<file path="config.mk">
export PLATFORM = sky130hd
export DESIGN_NAME = csi_sequence_parser_core_flat
export DESIGN_NICKNAME = d
export VERILOG_FILES = /design/src/rtl/csp_pkg.sv /design/src/rtl/csp_stream_if.sv /design/src/rtl/csp_ram.sv /design/src/rtl/csi_sequence_parser_core.sv /design/src/flat_wrapper.sv
export SDC_FILE = /design/constraint.sdc
export NUM_CORES = 1
export LEC_CHECK = 0
export ABC_AREA = 1
export BUFFER_PORTS_ARGS = -buffer_cell sky130_fd_sc_hd__buf_2
export CORE_MARGIN = 2
export CORE_UTILIZATION = 51
export DETAILED_ROUTE_END_ITERATION = 12
export GPL_ROUTABILITY_DRIVEN = 1
export GPL_TIMING_DRIVEN = 1
export PLACE_DENSITY = 0.72
export SYNTH_ARGS = -nofsm -noshare
export SYNTH_HDL_FRONTEND = slang
export SYNTH_HIERARCHICAL = 1
export SYNTH_SLANG_ARGS = --single-unit
</file>
<file path="constraint.sdc">
create_clock -name clk -period 3.2 [get_ports clk]
set_input_delay 0.64 -clock clk [delete_from_list [all_inputs] [get_ports clk]]
set_output_delay 0.64 -clock clk [all_outputs]
set_load 0.005 [all_outputs]
</file>
<file path="src/rtl/csp_pkg.sv">
// shared constants, codes and beat types of the csi sequence parser
package csp_pkg;

	// default sizing
	localparam int MAX_PARAMS_DEF = 16;
	localparam int PARAM_BITS_DEF = 16;
	localparam int STORE_DEPTH_MAX = 16;

	// configuration port
	localparam int CFG_ADDR_W = 3;
	localparam int CFG_DATA_W = 32;
	localparam int REG_IDX_LSB = 2;
	localparam logic REG_MAX_PARAMS = 1'b0;
	localparam logic [4:0] MAX_PARAMS_RESET = 5'd16;

	// result status codes
	localparam logic [1:0] ST_OK = 2'd0;
	localparam logic [1:0] ST_UNEXPECTED = 2'd1;
	localparam logic [1:0] ST_OVERFLOW = 2'd2;

	// byte codes
	localparam logic [7:0] CH_ESC = 8'h1B;
	localparam logic [7:0] CH_LBRACKET = 8'h5B;
	localparam logic [7:0] CH_SEMI = 8'h3B;
	localparam logic [7:0] CH_ZERO = 8'h30;
	localparam logic [7:0] CH_NINE = 8'h39;
	localparam logic [7:0] CH_MARK_LO = 8'h3C;
	localparam logic [7:0] CH_MARK_HI = 8'h3F;
	localparam logic [7:0] CH_INTER_LO = 8'h20;
	localparam logic [7:0] CH_INTER_HI = 8'h2F;
	localparam logic [7:0] CH_FINAL_LO = 8'h40;
	localparam logic [7:0] CH_FINAL_HI = 8'h7F;

	typedef enum logic [3:0] {
		PH_START = 4'b0001,
		PH_ESC   = 4'b0010,
		PH_LEAD  = 4'b0100,
		PH_BODY  = 4'b1000
	} phase_t;

	typedef enum logic [2:0] {
		RS_IDLE = 3'b001,
		RS_READ = 3'b010,
		RS_SEND = 3'b100
	} run_state_t;

	typedef struct packed {
		logic [7:0] data_byte;
		logic       restart;
	} stream_beat_t;

	typedef struct packed {
		logic [1:0]  status;
		logic [6:0]  final_byte;
		logic [7:0]  marker_byte;
		logic [7:0]  inter_byte;
		logic [4:0]  param_count;
		logic [7:0]  byte_count;
		logic [3:0]  param_index;
		logic [15:0] param_value;
		logic        last;
	} result_beat_t;

endpackage

</file>
<file path="src/rtl/csp_stream_if.sv">
// valid/ready stream channel carrying one payload beat
interface csp_stream_if #(
	parameter type payload_t = logic [7:0]
);
	logic     valid;
	logic     ready;
	payload_t payload;

	modport source (output valid, output payload, input ready);
	modport sink (input valid, input payload, output ready);
endinterface

</file>
<file path="src/rtl/csp_ram.sv">
// generic single-write, single-read ram with registered read data
module csp_ram #(
	parameter int WIDTH = 16,
	parameter int DEPTH = 16
) (
	input  logic                                   clk,
	input  logic                                   we,
	input  logic [(DEPTH > 1 ? $clog2(DEPTH) : 1)-1:0] waddr,
	input  logic [WIDTH-1:0]                       wdata,
	input  logic [(DEPTH > 1 ? $clog2(DEPTH) : 1)-1:0] raddr,
	output logic [WIDTH-1:0]                       rdata
);
	logic [WIDTH-1:0] mem [DEPTH];

	always_ff @(posedge clk) begin
		if (we) begin
			mem[waddr] <= wdata;
		end
		rdata <= mem[raddr];
	end
endmodule

</file>
<file path="src/rtl/csi_sequence_parser_core.sv">
// csi control sequence parser: byte parser, parameter ram and result run sequencer
// body bytes are taken back to back while no result run is pending
// a final byte starts a run of max(1, parameter count) result beats; each beat is a
// ram read state, then an output beat state that is held until the beat is taken
// input stalls from the final byte until the last beat of the run is taken
// reset clears the sequence state and parameter valid bits and sets max_params to 16
module csi_sequence_parser_core #(
	parameter int MAX_PARAMS = csp_pkg::MAX_PARAMS_DEF,
	parameter int PARAM_BITS = csp_pkg::PARAM_BITS_DEF
) (
	input  logic                            clk,
	input  logic                            arst_n,
	input  logic                            psel,
	input  logic                            penable,
	input  logic                            pwrite,
	input  logic [csp_pkg::CFG_ADDR_W-1:0]  paddr,
	input  logic [csp_pkg::CFG_DATA_W-1:0]  pwdata,
	output logic [csp_pkg::CFG_DATA_W-1:0]  prdata,
	output logic                            pready,
	csp_stream_if.sink                      stream,
	csp_stream_if.source                    result
);
	import csp_pkg::*;

	localparam int DEPTH = (MAX_PARAMS < STORE_DEPTH_MAX) ? MAX_PARAMS : STORE_DEPTH_MAX;
	localparam int AW = (DEPTH > 1) ? $clog2(DEPTH) : 1;
	localparam int PN_W = $clog2(DEPTH + 1);
	localparam int VAL_W = (PARAM_BITS < 16) ? PARAM_BITS : 16;

	// configuration
	logic [4:0] max_params_q;
	logic       cfg_we;
	logic       cfg_idx;

	assign pready = 1'b1;
	assign cfg_idx = paddr[CFG_ADDR_W-1:REG_IDX_LSB];
	assign cfg_we = psel && penable && pwrite && pready && (cfg_idx == REG_MAX_PARAMS);
	assign prdata = (cfg_idx == REG_MAX_PARAMS) ? CFG_DATA_W'(max_params_q) : '0;

	always_ff @(posedge clk or negedge arst_n) begin
		if (!arst_n) begin
			max_params_q <= MAX_PARAMS_RESET;
		end else if (cfg_we) begin
			max_params_q <= pwdata[4:0];
		end
	end

	// effective parameter limit
	logic [PN_W-1:0] lim;

	always_comb begin
		if (max_params_q == 5'd0) begin
			lim = PN_W'(1);
		end else if (max_params_q > 5'(DEPTH)) begin
			lim = PN_W'(DEPTH);
		end else begin
			lim = PN_W'(max_params_q);
		end
	end

	// sequence state
	phase_t            phase_q;
	logic [PN_W-1:0]   pn_q;
	logic              ds_q;
	logic [7:0]        marker_q;
	logic [7:0]        inter_q;
	logic [1:0]        err_q;
	logic [7:0]        len_q;
	logic [VAL_W-1:0]  acc_q;
	logic [DEPTH-1:0]  pvalid_q;

	// run sequencer
	run_state_t        run_q;
	logic [AW-1:0]     k_q;
	logic [6:0]        fin_q;

	logic in_fire;
	logic out_fire;
	logic run_last;
	logic run_done;

	assign stream.ready = (run_q == RS_IDLE);
	assign in_fire = stream.valid && stream.ready;
	assign out_fire = result.valid && result.ready;
	assign run_done = out_fire && run_last;

	// byte step, starting from the restart-cleared view of the state
	logic [7:0]       b;
	phase_t           eff_phase, ph, phase_nx;
	logic [PN_W-1:0]  eff_pn, pn_nx;
	logic             eff_ds, ds_nx;
	logic [7:0]       eff_marker, marker_nx;
	logic [7:0]       eff_inter, inter_nx;
	logic [1:0]       eff_err, err_nx;
	logic [7:0]       eff_len, len_nx;
	logic [VAL_W-1:0] eff_acc, acc_nx;
	logic [DEPTH-1:0] eff_pvalid, pvalid_nx;
	logic [VAL_W+3:0] prod;
	logic             digit_wr;
	logic             is_final;
	logic             ram_we;
	logic [AW-1:0]    ram_waddr;

	assign b = stream.payload.data_byte;

	always_comb begin
		if (stream.payload.restart) begin
			eff_phase = PH_START;
			eff_pn = '0;
			eff_ds = 1'b0;
			eff_marker = '0;
			eff_inter = '0;
			eff_err = ST_OK;
			eff_len = '0;
			eff_acc = '0;
			eff_pvalid = '0;
		end else begin
			eff_phase = phase_q;
			eff_pn = pn_q;
			eff_ds = ds_q;
			eff_marker = marker_q;
			eff_inter = inter_q;
			eff_err = err_q;
			eff_len = len_q;
			eff_acc = acc_q;
			eff_pvalid = pvalid_q;
		end

		phase_nx = eff_phase;
		pn_nx = eff_pn;
		ds_nx = eff_ds;
		marker_nx = eff_marker;
		inter_nx = eff_inter;
		err_nx = eff_err;
		len_nx = (eff_len == 8'hFF) ? eff_len : eff_len + 8'd1;
		acc_nx = eff_acc;
		pvalid_nx = eff_pvalid;
		digit_wr = 1'b0;
		is_final = 1'b0;
		ram_waddr = eff_pn[AW-1:0];

		// acc * 10 + digit
		prod = ({4'b0, eff_acc} << 3) + ({4'b0, eff_acc} << 1) + (VAL_W + 4)'(b[3:0]);
		ph = ((eff_phase == PH_START) || (eff_phase == PH_ESC)) ? PH_LEAD : eff_phase;

		if ((eff_phase == PH_START) && (b == CH_ESC)) begin
			phase_nx = PH_ESC;
		end else if ((eff_phase == PH_ESC) && (b == CH_LBRACKET)) begin
			phase_nx = PH_LEAD;
		end else if ((b >= CH_FINAL_LO) && (b <= CH_FINAL_HI)) begin
			is_final = 1'b1;
			phase_nx = ph;
		end else if (eff_err != ST_OK) begin
			// after an error the rest is only counted
			phase_nx = PH_BODY;
		end else if ((ph == PH_LEAD) && (b >= CH_MARK_LO) && (b <= CH_MARK_HI)) begin
			marker_nx = b;
			phase_nx = PH_BODY;
		end else begin
			phase_nx = PH_BODY;
			case (b) inside
				[CH_ZERO:CH_NINE]: begin
					if (eff_pn >= lim) begin
						err_nx = ST_OVERFLOW;
					end else begin
						acc_nx = (|prod[VAL_W+3:VAL_W]) ? '1 : prod[VAL_W-1:0];
						ds_nx = 1'b1;
						digit_wr = 1'b1;
						pvalid_nx[ram_waddr] = 1'b1;
					end
				end
				CH_SEMI: begin
					if (eff_pn >= lim) begin
						err_nx = ST_OVERFLOW;
					end else begin
						pn_nx = eff_pn + PN_W'(1);
						ds_nx = 1'b0;
						acc_nx = '0;
					end
				end
				[CH_INTER_LO:CH_INTER_HI]: begin
					if (eff_inter == 8'd0) begin
						inter_nx = b;
					end else begin
						err_nx = ST_UNEXPECTED;
					end
				end
				default: begin
					err_nx = ST_UNEXPECTED;
				end
			endcase
		end
	end

	assign ram_we = in_fire && digit_wr;

	always_ff @(posedge clk or negedge arst_n) begin
		if (!arst_n) begin
			phase_q <= PH_START;
			pn_q <= '0;
			ds_q <= 1'b0;
			marker_q <= '0;
			inter_q <= '0;
			err_q <= ST_OK;
			len_q <= '0;
			acc_q <= '0;
			pvalid_q <= '0;
		end else if (run_done) begin
			phase_q <= PH_START;
			pn_q <= '0;
			ds_q <= 1'b0;
			marker_q <= '0;
			inter_q <= '0;
			err_q <= ST_OK;
			len_q <= '0;
			acc_q <= '0;
			pvalid_q <= '0;
		end else if (in_fire) begin
			phase_q <= phase_nx;
			pn_q <= pn_nx;
			ds_q <= ds_nx;
			marker_q <= marker_nx;
			inter_q <= inter_nx;
			err_q <= err_nx;
			len_q <= len_nx;
			acc_q <= acc_nx;
			pvalid_q <= pvalid_nx;
		end
	end

	// parameter store
	logic [VAL_W-1:0] ram_rdata;

	csp_ram #(
		.WIDTH(VAL_W),
		.DEPTH(DEPTH)
	) u_param_ram (
		.clk   (clk),
		.we    (ram_we),
		.waddr (ram_waddr),
		.wdata (acc_nx),
		.raddr (k_q),
		.rdata (ram_rdata)
	);

	// result run
	logic [PN_W-1:0] count;
	logic [PN_W-1:0] n_m1;

	assign count = (err_q == ST_UNEXPECTED) ? '0 : pn_q + PN_W'(ds_q);
	assign n_m1 = (count == '0) ? '0 : count - PN_W'(1);
	assign run_last = (PN_W'(k_q) == n_m1);

	always_ff @(posedge clk or negedge arst_n) begin
		if (!arst_n) begin
			run_q <= RS_IDLE;
			k_q <= '0;
		end else begin
			case (run_q)
				RS_IDLE: begin
					if (in_fire && is_final) begin
						run_q <= RS_READ;
						k_q <= '0;
					end
				end
				RS_READ: begin
					run_q <= RS_SEND;
				end
				RS_SEND: begin
					if (out_fire) begin
						if (run_last) begin
							run_q <= RS_IDLE;
						end else begin
							run_q <= RS_READ;
							k_q <= k_q + AW'(1);
						end
					end
				end
				default: begin
					run_q <= RS_IDLE;
				end
			endcase
		end
	end

	always_ff @(posedge clk) begin
		if (in_fire && is_final) begin
			fin_q <= b[6:0];
		end
	end

	assign result.valid = (run_q == RS_SEND);
	assign result.payload.status = err_q;
	assign result.payload.final_byte = fin_q;
	assign result.payload.marker_byte = marker_q;
	assign result.payload.inter_byte = inter_q;
	assign result.payload.param_count = 5'(count);
	assign result.payload.byte_count = len_q;
	assign result.payload.param_index = 4'(k_q);
	// entries not written in this sequence read as zero
	assign result.payload.param_value =
		((count != '0) && pvalid_q[k_q]) ? 16'(ram_rdata) : 16'd0;
	assign result.payload.last = run_last;

	a_no_overlap: assert property (@(posedge clk) disable iff (!arst_n)
		!(stream.ready && result.valid))
		else $error("input taken while a result run is pending");

	a_read_then_send: assert property (@(posedge clk) disable iff (!arst_n)
		(run_q == RS_READ) |=> (run_q == RS_SEND))
		else $error("ram read not followed by a result beat");

	a_write_in_range: assert property (@(posedge clk) disable iff (!arst_n)
		ram_we |-> (PN_W'(ram_waddr) < lim))
		else $error("parameter write beyond the limit");

	a_err_run_empty: assert property (@(posedge clk) disable iff (!arst_n)
		(result.valid && (result.payload.status == ST_UNEXPECTED)) |->
		((result.payload.param_count == 5'd0) && (result.payload.param_index == 4'd0)
		&& result.payload.last))
		else $error("error run carries parameters");

	a_run_done_frees: assert property (@(posedge clk) disable iff (!arst_n)
		run_done |=> (stream.ready && (pn_q == '0) && (len_q == 8'd0)))
		else $error("sequence state not cleared after the run");
endmodule

</file>
<file path="src/flat_wrapper.sv">
// flat-port wrapper written by rule: the top's interface ports become plain ports
module csi_sequence_parser_core_flat import csp_pkg::*;
#(
	parameter int MAX_PARAMS = csp_pkg::MAX_PARAMS_DEF,
	parameter int PARAM_BITS = csp_pkg::PARAM_BITS_DEF
)
  (clk, arst_n, psel, penable, pwrite, paddr, pwdata, prdata, pready, stream_valid, stream_payload, stream_ready, result_valid, result_payload, result_ready);
  csp_stream_if #(.payload_t(stream_beat_t)) stream_i ();
  csp_stream_if #(.payload_t(result_beat_t)) result_i ();
  input  logic clk;
  input  logic arst_n;
  input  logic psel;
  input  logic penable;
  input  logic pwrite;
  input  logic [csp_pkg::CFG_ADDR_W-1:0] paddr;
  input  logic [csp_pkg::CFG_DATA_W-1:0] pwdata;
  output logic [csp_pkg::CFG_DATA_W-1:0] prdata;
  output logic pready;
  input wire logic [$bits(stream_i.valid)-1:0] stream_valid;
  input wire logic [$bits(stream_i.payload)-1:0] stream_payload;
  output wire logic [$bits(stream_i.ready)-1:0] stream_ready;
  output wire logic [$bits(result_i.valid)-1:0] result_valid;
  output wire logic [$bits(result_i.payload)-1:0] result_payload;
  input wire logic [$bits(result_i.ready)-1:0] result_ready;
  assign stream_i.valid = stream_valid;
  assign stream_i.payload = stream_payload;
  assign stream_ready = stream_i.ready;
  assign result_valid = result_i.valid;
  assign result_payload = result_i.payload;
  assign result_i.ready = result_ready;
  csi_sequence_parser_core #(.MAX_PARAMS(MAX_PARAMS), .PARAM_BITS(PARAM_BITS)) u_core (.clk(clk), .arst_n(arst_n), .psel(psel), .penable(penable), .pwrite(pwrite), .paddr(paddr), .pwdata(pwdata), .prdata(prdata), .pready(pready), .stream(stream_i), .result(result_i));
endmodule
</file>
[Word level (Yosys, flattened, before mapping)]
Memory sizes are Yosys's and may differ from the RTL's. A register that Yosys moved wholly into a read port is not among the register bits.
Index checks and enable logic that the tools add are counted.
Storage, ports and cells
  memory bits (writable): 256
  logic and storage cells: 199
  bits in registers: 87
  memories kept: 1
  output and inout bits: 94
Operators by class
  reduce and logical (&&, ||, !) cells: 28
  $add $sub $neg: 7
  muxes and demuxes: 120
  bitwise gates (word level): 2
  equal/unequal tests: 15
  order comparisons: 13
Memories
  u_core.u_param_ram.mem: words 16, bits a word 16, rd ports 1, clocked after Yosys merged registers in 1, wr ports 1, line csp_ram.sv:13  | logic [WIDTH-1:0] mem [DEPTH];
Operators with widths (number)
  $mux W16: 24
  $mux W8: 24
  $mux W5: 16
  $mux W4: 10
  $mux W2: 14
  $mux W1: 26
  $ge A8 B6 Y1 const B: 3
  $le A8 B6 Y1 const B: 3
  $add A19 B17 Y20: 1
  $add A20 B4 Y20: 1
  $logic_and A1 B1 Y1: 17
  $or A16 B16 Y16: 1
  $logic_not A5 Y1: 2
  $lt A4 B5 Y1 const B: 2
  $pmux W3 S3: 1
  $add A8 B1 Y8 const B: 1
  $eq A8 B5 Y1 const B: 1
  $eq A8 B6 Y1 const B: 1
  $eq A8 B7 Y1 const B: 1
  $eq A8 B8 Y1 const B: 1
  $ge A8 B7 Y1 const B: 1
  $le A8 B7 Y1 const B: 1
  $logic_not A8 Y1: 1
  $pmux W4 S2: 1
  other kinds (26): 31

[Longest topological paths before layout]
Gate-level depths: netlist (run 1).
  depth after elaboration: 15
  gate-level depth with buffers: 23

[Cells and area by module]
Netlist (run 1), hierarchy kept.
By module, submodules not included
  csp_ram: seq. area each 8007.7 µm², area an instance 11380.9 µm², cells each 1074, instances 1
  csi_sequence_parser_core: seq. area each 2215.9 µm², area an instance 7241.9 µm², cells each 1108, instances 1

[Least setup slack after synthesis (run 1)]
OpenSTA, ideal clock, no wires.
  kind: input -> register
  from: input port stream_payload[0]
  to: memory u_core.u_param_ram.mem[12][0] (enable)
  stages: 19
  arrival time: 3757 ps
  setup slack: -945 ps
  data required time: 2812 ps
  buffers on the path: 4
  cells stage by stage: inv_2 -> buf_2 -> buf_2 -> buf_2 -> nand2_1 -> inv_1 -> ha_1 -> nand2_1 -> inv_1 -> nand4_1 -> nand3_1 -> nor2_2 -> inv_2 -> nor2_4 -> buf_4 -> inv_1 -> nor2_1 -> nand3_1 -> nor2_1
On the way
  elaborated cells between the ends (all ways): 24
RTL lines
  start, declared: line flat_wrapper.sv:20  | input wire logic [$bits(stream_i.payload)-1:0] stream_payload;
  $mux W5: line csi_sequence_parser_core.sv:107  | if (stream.payload.restart) begin
  named net u_core.eff_pn[1]: line csi_sequence_parser_core.sv:90  | logic [PN_W-1:0] eff_pn, pn_nx;
  $ge A5 B5 Y1: line csi_sequence_parser_core.sv:163  | if (eff_pn >= lim) begin
  $mux W1: line csi_sequence_parser_core.sv:163
  $mux W1: line csi_sequence_parser_core.sv:161  | case (b) inside
  $mux W1: line csi_sequence_parser_core.sv:156  | end else if ((ph == PH_LEAD) && (b >= CH_MARK_LO) && (b <= CH_MARK_HI)) begin
  $mux W1: line csi_sequence_parser_core.sv:153  | end else if (eff_err != ST_OK) begin
  $mux W1: line csi_sequence_parser_core.sv:150  | end else if ((b >= CH_FINAL_LO) && (b <= CH_FINAL_HI)) begin
  $mux W1: line csi_sequence_parser_core.sv:148  | end else if ((eff_phase == PH_ESC) && (b == CH_LBRACKET)) begin
  $mux W1: line csi_sequence_parser_core.sv:146  | if ((eff_phase == PH_START) && (b == CH_ESC)) begin
  $logic_and A1 B1 Y1: line csi_sequence_parser_core.sv:195  | assign ram_we = in_fire && digit_wr;
  named net u_core.ram_we: line csi_sequence_parser_core.sv:101  | logic ram_we;
  $mux W1: line csp_ram.sv:16  | if (we) begin
  $mux W1 (implied by the code): line csp_ram.sv:17  | mem[waddr] <= wdata;
  end, declared: line csp_ram.sv:13
The timed path passes the listed nets, and every way through them passes these cells.

[Worst setup path after layout (run 1)]
  from: register u_core.acc_q[1]
  to: memory u_core.u_param_ram.mem[5][15] (data pin)
On the way
  word-level cells in the longest chain between the ends: 12
RTL lines
  start, declared: line csi_sequence_parser_core.sv:69  | logic [VAL_W-1:0] acc_q;
  start signal, assigned: line csi_sequence_parser_core.sv:226  | acc_q <= acc_nx;
  $mux W16 (*): line csi_sequence_parser_core.sv:107
  $add A19 B17 Y20 (*): line csi_sequence_parser_core.sv:143  | prod = ({4'b0, eff_acc} << 3) + ({4'b0, eff_acc} << 1) + (VAL_W + 4)'(b[3:0]);
  $add A20 B4 Y20 (*): line csi_sequence_parser_core.sv:143
  $reduce_or A4 Y1: line csi_sequence_parser_core.sv:166  | acc_nx = (|prod[VAL_W+3:VAL_W]) ? '1 : prod[VAL_W-1:0];
  $mux W16 (*): line csi_sequence_parser_core.sv:166
  $mux W16 (*): line csi_sequence_parser_core.sv:163
  $mux W16 (*): line csi_sequence_parser_core.sv:161
  $mux W16 (*): line csi_sequence_parser_core.sv:156
  $mux W16 (*): line csi_sequence_parser_core.sv:153
  $mux W16 (*): line csi_sequence_parser_core.sv:150
  $mux W16 (*): line csi_sequence_parser_core.sv:148
  $mux W16 (*): line csi_sequence_parser_core.sv:146
  named net u_core.acc_nx[15]: line csi_sequence_parser_core.sv:96  | logic [VAL_W-1:0] eff_acc, acc_nx;
The timed path passes the listed nets; every way through them passes the cells marked *.

==> results of run 1 <==
-- timing repair --
item	in CTS	in global routing
pin swaps	8	39
buffers inserted	10	20
resized for setup	22	96
endpoints found under the setup margin	113	543
cloned	2	5
-- cell type report --
class	instances	share of cell area (%)
flip-flops and latches	359	44.76
multi-input cells	1370	30.95
repair buffers	274	9.910
inverters	363	6.176
clock buffers	54	4.648
well taps	461	2.524
clock inverters	18	0.8322
repair inverters	6	0.1971
-- Yosys cell counts, drive strengths merged --
cell,instances
a21o,2
a21oi,37
a221o,1
a22oi,2
a32o,1
and2,1
and3,1
buf,88
clkbuf,28
clkinv,1
conb,2
dfrtp,77
dfstp,3
dfxtp,16
edfxtp,263
fa,1
ha,45
inv,362
nand2,687
nand3,338
nand3b,5
nand4,25
nor2,110
nor3,10
nor3b,1
nor4,1
o211ai,7
o21a,1
o21ai,42
o21bai,2
o22ai,1
o31ai,1
xnor2,7
xor2,13
-- worst paths after layout --
| check | startpoint | endpoint | slack, ns | depth (start not counted) |
|---|---|---|---|---|
| max | u_core/acc_q[1]$_DFFE_PN0P_ | u_core/u_param_ram/mem[5][15]$_DFFE_PP_ | -0.06 | 18 |
| min | arst_n | u_core/marker_q[4]$_DFFE_PN0P_ | 0.18 | 1 |
| max reg2reg | u_core/acc_q[1]$_DFFE_PN0P_ | u_core/u_param_ram/mem[5][15]$_DFFE_PP_ | -0.06 | 18 |
| min reg2reg | u_core/acc_q[3]$_DFFE_PN0P_ | u_core/acc_q[3]$_DFFE_PN0P_ | 0.51 | 2 |
| max in group asynchronous | arst_n | u_core/run_q[0]$_DFFE_PN1P_ | 2.29 | 2 |
| min in group clk | pwdata[4] | u_core/max_params_q[4]$_DFFE_PN1P_ | 0.32 | 3 |
-- state kept, by name (all words and copies together) (netlist names) --
signal                    count
u_core/u_param_ram/mem      256
u_core/inter_q                8
u_core/acc_q                 16
u_core/ds_q                   1
u_core/max_params_q           5
u_core/marker_q               8
u_core/fin_q                  7
u_core/len_q                  8
u_core/pn_q                   5
u_core/phase_q                4
u_core/err_q                  2
u_core/pvalid_q              16
u_core/u_param_ram/rdata     16
u_core/run_q                  3
u_core/k_q                    4
-- report_power, final --
group | switching [mW] | leakage [nW] | total [mW] | internal (mW)
Sequential | 0.0399 | 3.63 | 5.08 | 5.04
Combinational | 0.520 | 6.82 | 0.860 | 0.340
Clock | 1.87 | 0.617 | 4.39 | 2.52
-- worst reg2reg max path, stage by stage, from the launching register on --
cell and delay [ns]:
dfrtp_1 0.38, nand2_1 0.11, inv_2 0.07, ha_4 0.28, ha_4 0.13, inv_1 0.05
fa_2 0.38, nand3b_1 0.19, nand2_2 0.13, nand2_2 0.07, nand2_2 0.07, nand2_2 0.06
nand3_2 0.09, nand2_2 0.07, nor2_4 0.15, buf_12 0.12, nand4_1 0.19, nand2_4 0.21
clkinvlp_4 0.20
-- metal layers --
layer / global-route usage (%) / part of all wire, % / vias to the layer above
li1: - / - / 7408
met2: 45.05 / 49 / 702
met1: 33.36 / 39 / 7423
met5: 0 / 0 / -
met4: 8.878 / 3.2 / 0
met3: 4.093 / 8.3 / 134
-- metrics by stage --
stage	TNS [ns]	cells	cell area (sq um)	hold WS [ns]
2_1_floorplan	-55.73	2208	18990	0.3444
3_3_place_gp	-204.49	2798	20770	0.4888
3_5_place_dp	-260.46	2798	20770	0.4950
4_1_cts	0	2882	22230	0.2041
5_1_grt	-13.53	2905	22850	0.2386
6_report	-0.6588	2905	22850	0.1828
-- cells by family after synthesis --
kind of cell / after synthesis / synth area share, %
buffers and inverters: 479 / 11.13
XOR/XNOR: 20 / 0.9406
flip-flops: 359 / 54.90
other: 2 / 0.04033
adder cells (fa/ha/maj): 46 / 3.131
AND/OR/NAND/NOR: 1179 / 26.99
AO/OA/AOI/OAI: 97 / 2.869
==> flow_metrics.env, run 1 <==
export IMPL_outcome="finished, violations left"
export IMPL_violations="setup timing"
export IMPL_fill_cells=2799
export IMPL_coreArea_sq_um=35740
export IMPL_layout_common_cells="nand2_1, inv_1, nand3_1, edfxtp_1, buf_4"
export IMPL_slew_headroom_pct=32.65
export IMPL_setup_worst_path_start_class="register"
export IMPL_cts_root_buf="clkbuf_16"
export IMPL_hold_path_class="in -> async"
export IMPL_synth_seq_cells=359
export IMPL_drc=0
export IMPL_gr_usage_all_layers_pct=26.01
export IMPL_power_per_cell_area_nw_per_um2=451.7
export IMPL_die_h_um=195.1
export IMPL_fin_nets=2510
export IMPL_routed_wirelength_um=50600
export IMPL_grt_pass1_vias=15198
export IMPL_crit_path_cell_trace="nand2_1 -> inv_2 -> ha_4 -> ha_4 -> inv_1 -> fa_2 -> nand3b_1 -> nand2_2 -> nand2_2 -> nand2_2 -> nand2_2 -> nand3_2 -> nand2_2 -> nor2_4 -> buf_12 -> nand4_1 -> nand2_4 -> clkinvlp_4"
export IMPL_synth_top_area_share_pct=42.41
export IMPL_vias_per_cell=5.393
export IMPL_crit_family="simple AND/OR/NAND/NOR gates"
export IMPL_cts_inserted_buffers=39
export IMPL_io_pins=145
export IMPL_h_tree_depth=2
export IMPL_path_class="reg -> reg"
export IMPL_final_util_pct=63.94
export IMPL_finClkSkew_ns=0.01715
export IMPL_arrival_ns=3.51
export IMPL_post_drt_wl_per_cell_um=17.42
export IMPL_drt_pass1_iterations=6
export IMPL_insertion_delay_ns=0.55
export IMPL_initial_core_util_pct=52.10
export IMPL_path_max_fanout=8
export IMPL_hold_buffers=0
export IMPL_maxSlewViolCount=0
export IMPL_drtIter0Drc=1395
export IMPL_dieArea_sq_um=38060
export IMPL_synth_seq_area_share_pct=54.90
export IMPL_final_antenna_net_count=0
export IMPL_die_width_um=195.1
export IMPL_period_share_pct=101.9
export IMPL_fin_crit_ns=3.260
export IMPL_synth_cells=2182
export IMPL_slowest_delay_ns=0.38
export IMPL_seqCellArea_sq_um=10230
export IMPL_worstMarginPinSlew_ns=1.009
export IMPL_fin_ws_ns=-0.05956
export IMPL_grt_max_degree=98
export IMPL_io_buffers=87
export IMPL_end_kind="register"
export IMPL_vias=15667
export IMPL_synth_area_leaders="edfxtp_1, nand2_1, dfrtp_1"
export IMPL_layout_drive_gt1_share_pct=19.89
export IMPL_area_delta_synth_final_pct=22.72
export IMPL_cp_buffers_inverters=4
export IMPL_gr_total_overflow=0
export IMPL_grt_pass1_wl_um=78330
export IMPL_dpl_hpwl_um=30560
export IMPL_synth_distinct_cells=45
export IMPL_p_leak_nw=11.07
export IMPL_rsz0062_at_grt="yes"
export IMPL_rows=69
export IMPL_max_cap_violations=0
export IMPL_finalHoldViolations=0
export IMPL_synth_largest_area_cell="edfxtp_1"
export IMPL_fmax_mhz=306.8
export IMPL_cpMaxStageDelayCell="dfrtp_1"
export IMPL_clockBufferDepth=3
export IMPL_clkTransAtPathRegs_ns=0.06
export IMPL_gp_congestion=0.8792
export IMPL_diodes=0
export IMPL_netlist_area_sq_um=18620
export IMPL_ir_worst_vdd_v=0.0003417
export IMPL_syn_area_per_cell_sq_um=8.535
export IMPL_finalPower_mw=10.32
export IMPL_cts_tree="done"
export IMPL_setup_viol=17
export IMPL_worst_ep_required_time_ns=3.45
export IMPL_cts_sinks=359
export IMPL_antenna_found_initial=0
export IMPL_crit_top_cell="nand2_2"
export IMPL_pre_cts_ws_ns=-0.5919
export IMPL_multiInputGateArea_sq_um=7073
export IMPL_layout_commonest_cell="nand2_1"
export IMPL_ys_warnings_count=6
(Power assumes the default switching activity.)
==> run 2, diff against run 1 <==
--- a/config.mk
+++ b/config.mk
@@ -9,6 +9,7 @@
 export BUFFER_PORTS_ARGS = -buffer_cell sky130_fd_sc_hd__buf_2
 export CORE_MARGIN = 2
 export CORE_UTILIZATION = 51
+export CTS_CLUSTER_DIAMETER = 60
 export DETAILED_ROUTE_END_ITERATION = 12
 export GPL_ROUTABILITY_DRIVEN = 1
 export GPL_TIMING_DRIVEN = 1
==> constraint.sdc (replaced) <==
create_clock -name clk -period 2.8 [get_ports clk]
set_input_delay 0.56 -clock clk [delete_from_list [all_inputs] [get_ports clk]]
set_output_delay 0.56 -clock clk [all_outputs]
set_load 0.005 [all_outputs]
==> run 2 against run 1 <==
The flow still finishes with violations (setup timing). First-iteration DRC count shrank 8.6%. Clock skew grew 0.011 ns. Setup slack lost 0.24 ns. Worst hold slack lost 0.17 ns. Core utilization shrank 0.084 points. Die area is the same. Critical path type unchanged. Highest routed layer unchanged.
==> flow_metrics.env, run 2 (synthesis results as in run 1) <==
export IMPL_crit_start="u_core/acc_q[7]$_DFFE_PN0P_"
export IMPL_finalHoldViolations=0
export IMPL_post_drt_wl_per_cell_um=17.05
export IMPL_fmax_mhz=322.5
export IMPL_crit_family="simple AND/OR/NAND/NOR gates"
export IMPL_cts_inserted_buffers=41
export IMPL_h_tree_depth=2
export IMPL_die_h_um=195.1
export IMPL_layout_commonest_cell="nand2_1"
export IMPL_diodes=0
export IMPL_rows=69
export IMPL_endpoint="u_core/u_param_ram/mem[4][3]$_DFFE_PP_"
export IMPL_slowest_delay_ns=0.39
export IMPL_gr_usage_all_layers_pct=25.77
export IMPL_cts_sinks=359
export IMPL_setup_viol=472
export IMPL_antenna_found_initial=0
export IMPL_end_kind="register"
export IMPL_grt_max_degree=131
export IMPL_path_max_fanout=8
export IMPL_drtIter0Drc=1275
export IMPL_p_leak_nw=11.08
export IMPL_setup_worst_path_start_class="register"
export IMPL_regMostFlops="u_core/u_param_ram/mem"
export IMPL_layout_common_cells="nand2_1, inv_1, nand3_1, edfxtp_1, buf_4"
export IMPL_slew_headroom_pct=33.62
export IMPL_die_width_um=195.1
export IMPL_fin_ws_ns=-0.3004
export IMPL_drc=0
export IMPL_timing_rr_start="u_core/acc_q[7]$_DFFE_PN0P_"
export IMPL_outcome="finished, violations left"
export IMPL_r2r_end="u_core/u_param_ram/mem[4][3]$_DFFE_PP_"
export IMPL_routed_wirelength_um=49550
export IMPL_violations="setup timing"
export IMPL_insertion_delay_ns=0.56
export IMPL_maxSlewViolCount=0
export IMPL_dpl_cell_count=2805
export IMPL_dieArea_sq_um=38060
export IMPL_cp_buffers_inverters=4
export IMPL_io_buffers=87
export IMPL_r2r_setup_slack_ns=-0.30
export IMPL_power_per_cell_area_nw_per_um2=526.1
export IMPL_gr_total_overflow=0
export IMPL_crit_top_cell="nand2_2"
export IMPL_finalHoldWorstSlack_ns=0.01131
export IMPL_area_delta_synth_final_pct=22.55
export IMPL_ir_worst_vdd_v=0.0004635
export IMPL_worstMarginPinSlew_ns=0.9946
export IMPL_drt_pass1_iterations=6
export IMPL_gp_congestion=0.9070
export IMPL_worst_ep_required_time_ns=3.05
export IMPL_hold_buffers=0
export IMPL_crit_path_cell_trace="inv_1 -> nor2_2 -> ha_1 -> ha_1 -> nand2_1 -> inv_1 -> a21oi_1 -> nand2_2 -> nand2_2 -> nand2_1 -> nand2_2 -> nand3_2 -> nor2_4 -> buf_12 -> nand4_1 -> nand2_2 -> clkinvlp_4"
export IMPL_reg2reg_depth=17
export IMPL_finClkSkew_ns=0.02769
export IMPL_pre_cts_ws_ns=-0.8400
export IMPL_worstSetupPathDepth=17
export IMPL_cts_tree="done"
export IMPL_fin_crit_ns=3.100
export IMPL_grt_pass1_wl_um=78000
export IMPL_initial_core_util_pct=52.10
export IMPL_io_pins=145
export IMPL_cts_root_buf="clkbuf_16"
export IMPL_clkTransAtPathRegs_ns=0.06
export IMPL_largest_reg_flops=256
export IMPL_final_cell_count_no_fill=2906
export IMPL_fin_nets=2509
export IMPL_cpMaxStageDelayCell="dfrtp_1"
export IMPL_rsz0062_at_grt="yes"
export IMPL_dpl_hpwl_um=30340
export IMPL_clockBufferDepth=3
export IMPL_vias_per_cell=5.309
export IMPL_coreArea_sq_um=35740
export IMPL_final_util_pct=63.86
export IMPL_period_share_pct=110.7
export IMPL_vias=15429
export IMPL_path_class="reg -> reg"
export IMPL_final_antenna_net_count=0
export IMPL_finalPower_mw=12.01
export IMPL_arrival_ns=3.35
export IMPL_hold_path_class="in -> async"
export IMPL_grt_pass1_vias=14901
export IMPL_layout_drive_gt1_share_pct=20.08
export IMPL_max_cap_violations=0
==> run 2: cell types whose count changed in the layout (fill, tap and decap cells not counted), sizes merged <==
cell	delta
inv	+2
buf	-4
clkinv	+2
a21oi	+1
clkbuf	-3
clkinvlp	+3
==> run 2: final cells by class <==
cell class	instances	area [sq um]
Timing Repair inverter	8	60.06
Clock inverter	23	224.0
Fill cell	2890	12920
Timing Repair Buffer	268	2173
Multi-Input combinational cell	1371	7044
Tap cell	461	576.8
Inverter	363	1413
Sequential cell	359	10230
Clock buffer	53	1101
==> run 2: per-stage QoR <==
step	setup TNS [ns]	cell area [sq um]
2_1_floorplan	-222.09	18990
3_3_place_gp	-323.56	20840
3_5_place_dp	-346.12	20840
4_1_cts	-54.43	22560
5_1_grt	-155.58	22820
6_report	-65.84	22820
==> run 2: timing repair <==
item                                    CTS  global route
cloned                                    5             4
setup buffers                             9             9
endpoints found under the setup margin  536           552
pin swaps                                34            22
resized for setup                        73            49
==> run 2: where the power goes <==
part           internal, mW  switching (mW)  leakage (nW)  total [mW]
logic                 0.395           0.587          6.80       0.982
clock network          3.01            2.21         0.647        5.22
registers              5.76          0.0466          3.63        5.80
==> run 2: routing by layer <==
| metal | GRT usage, % | wire length [um] | up-vias |
|---|---|---|---|
| met1 | 32.77 | 19870 | 7289 |
| met2 | 45.37 | 24620 | 637 |
| met3 | 3.817 | 3881 | 86 |
| met5 | 0 | 0 | - |
| li1 | - | - | 7417 |
| met4 | 8.256 | 1178 | 0 |
==> run 2: worst min-delay path by stage <==
stage                                startpoint                              to
floorplan                                arst_n     u_core/acc_q[0]$_DFFE_PN0P_
global placement    u_core/acc_q[7]$_DFFE_PN0P_     u_core/acc_q[7]$_DFFE_PN0P_
detailed placement  u_core/acc_q[6]$_DFFE_PN0P_     u_core/acc_q[6]$_DFFE_PN0P_
CTS                                      arst_n     u_core/run_q[2]$_DFFE_PN0P_
global route                             arst_n  u_core/marker_q[4]$_DFFE_PN0P_
finish                                   arst_n   u_core/phase_q[2]$_DFFE_PN0P_
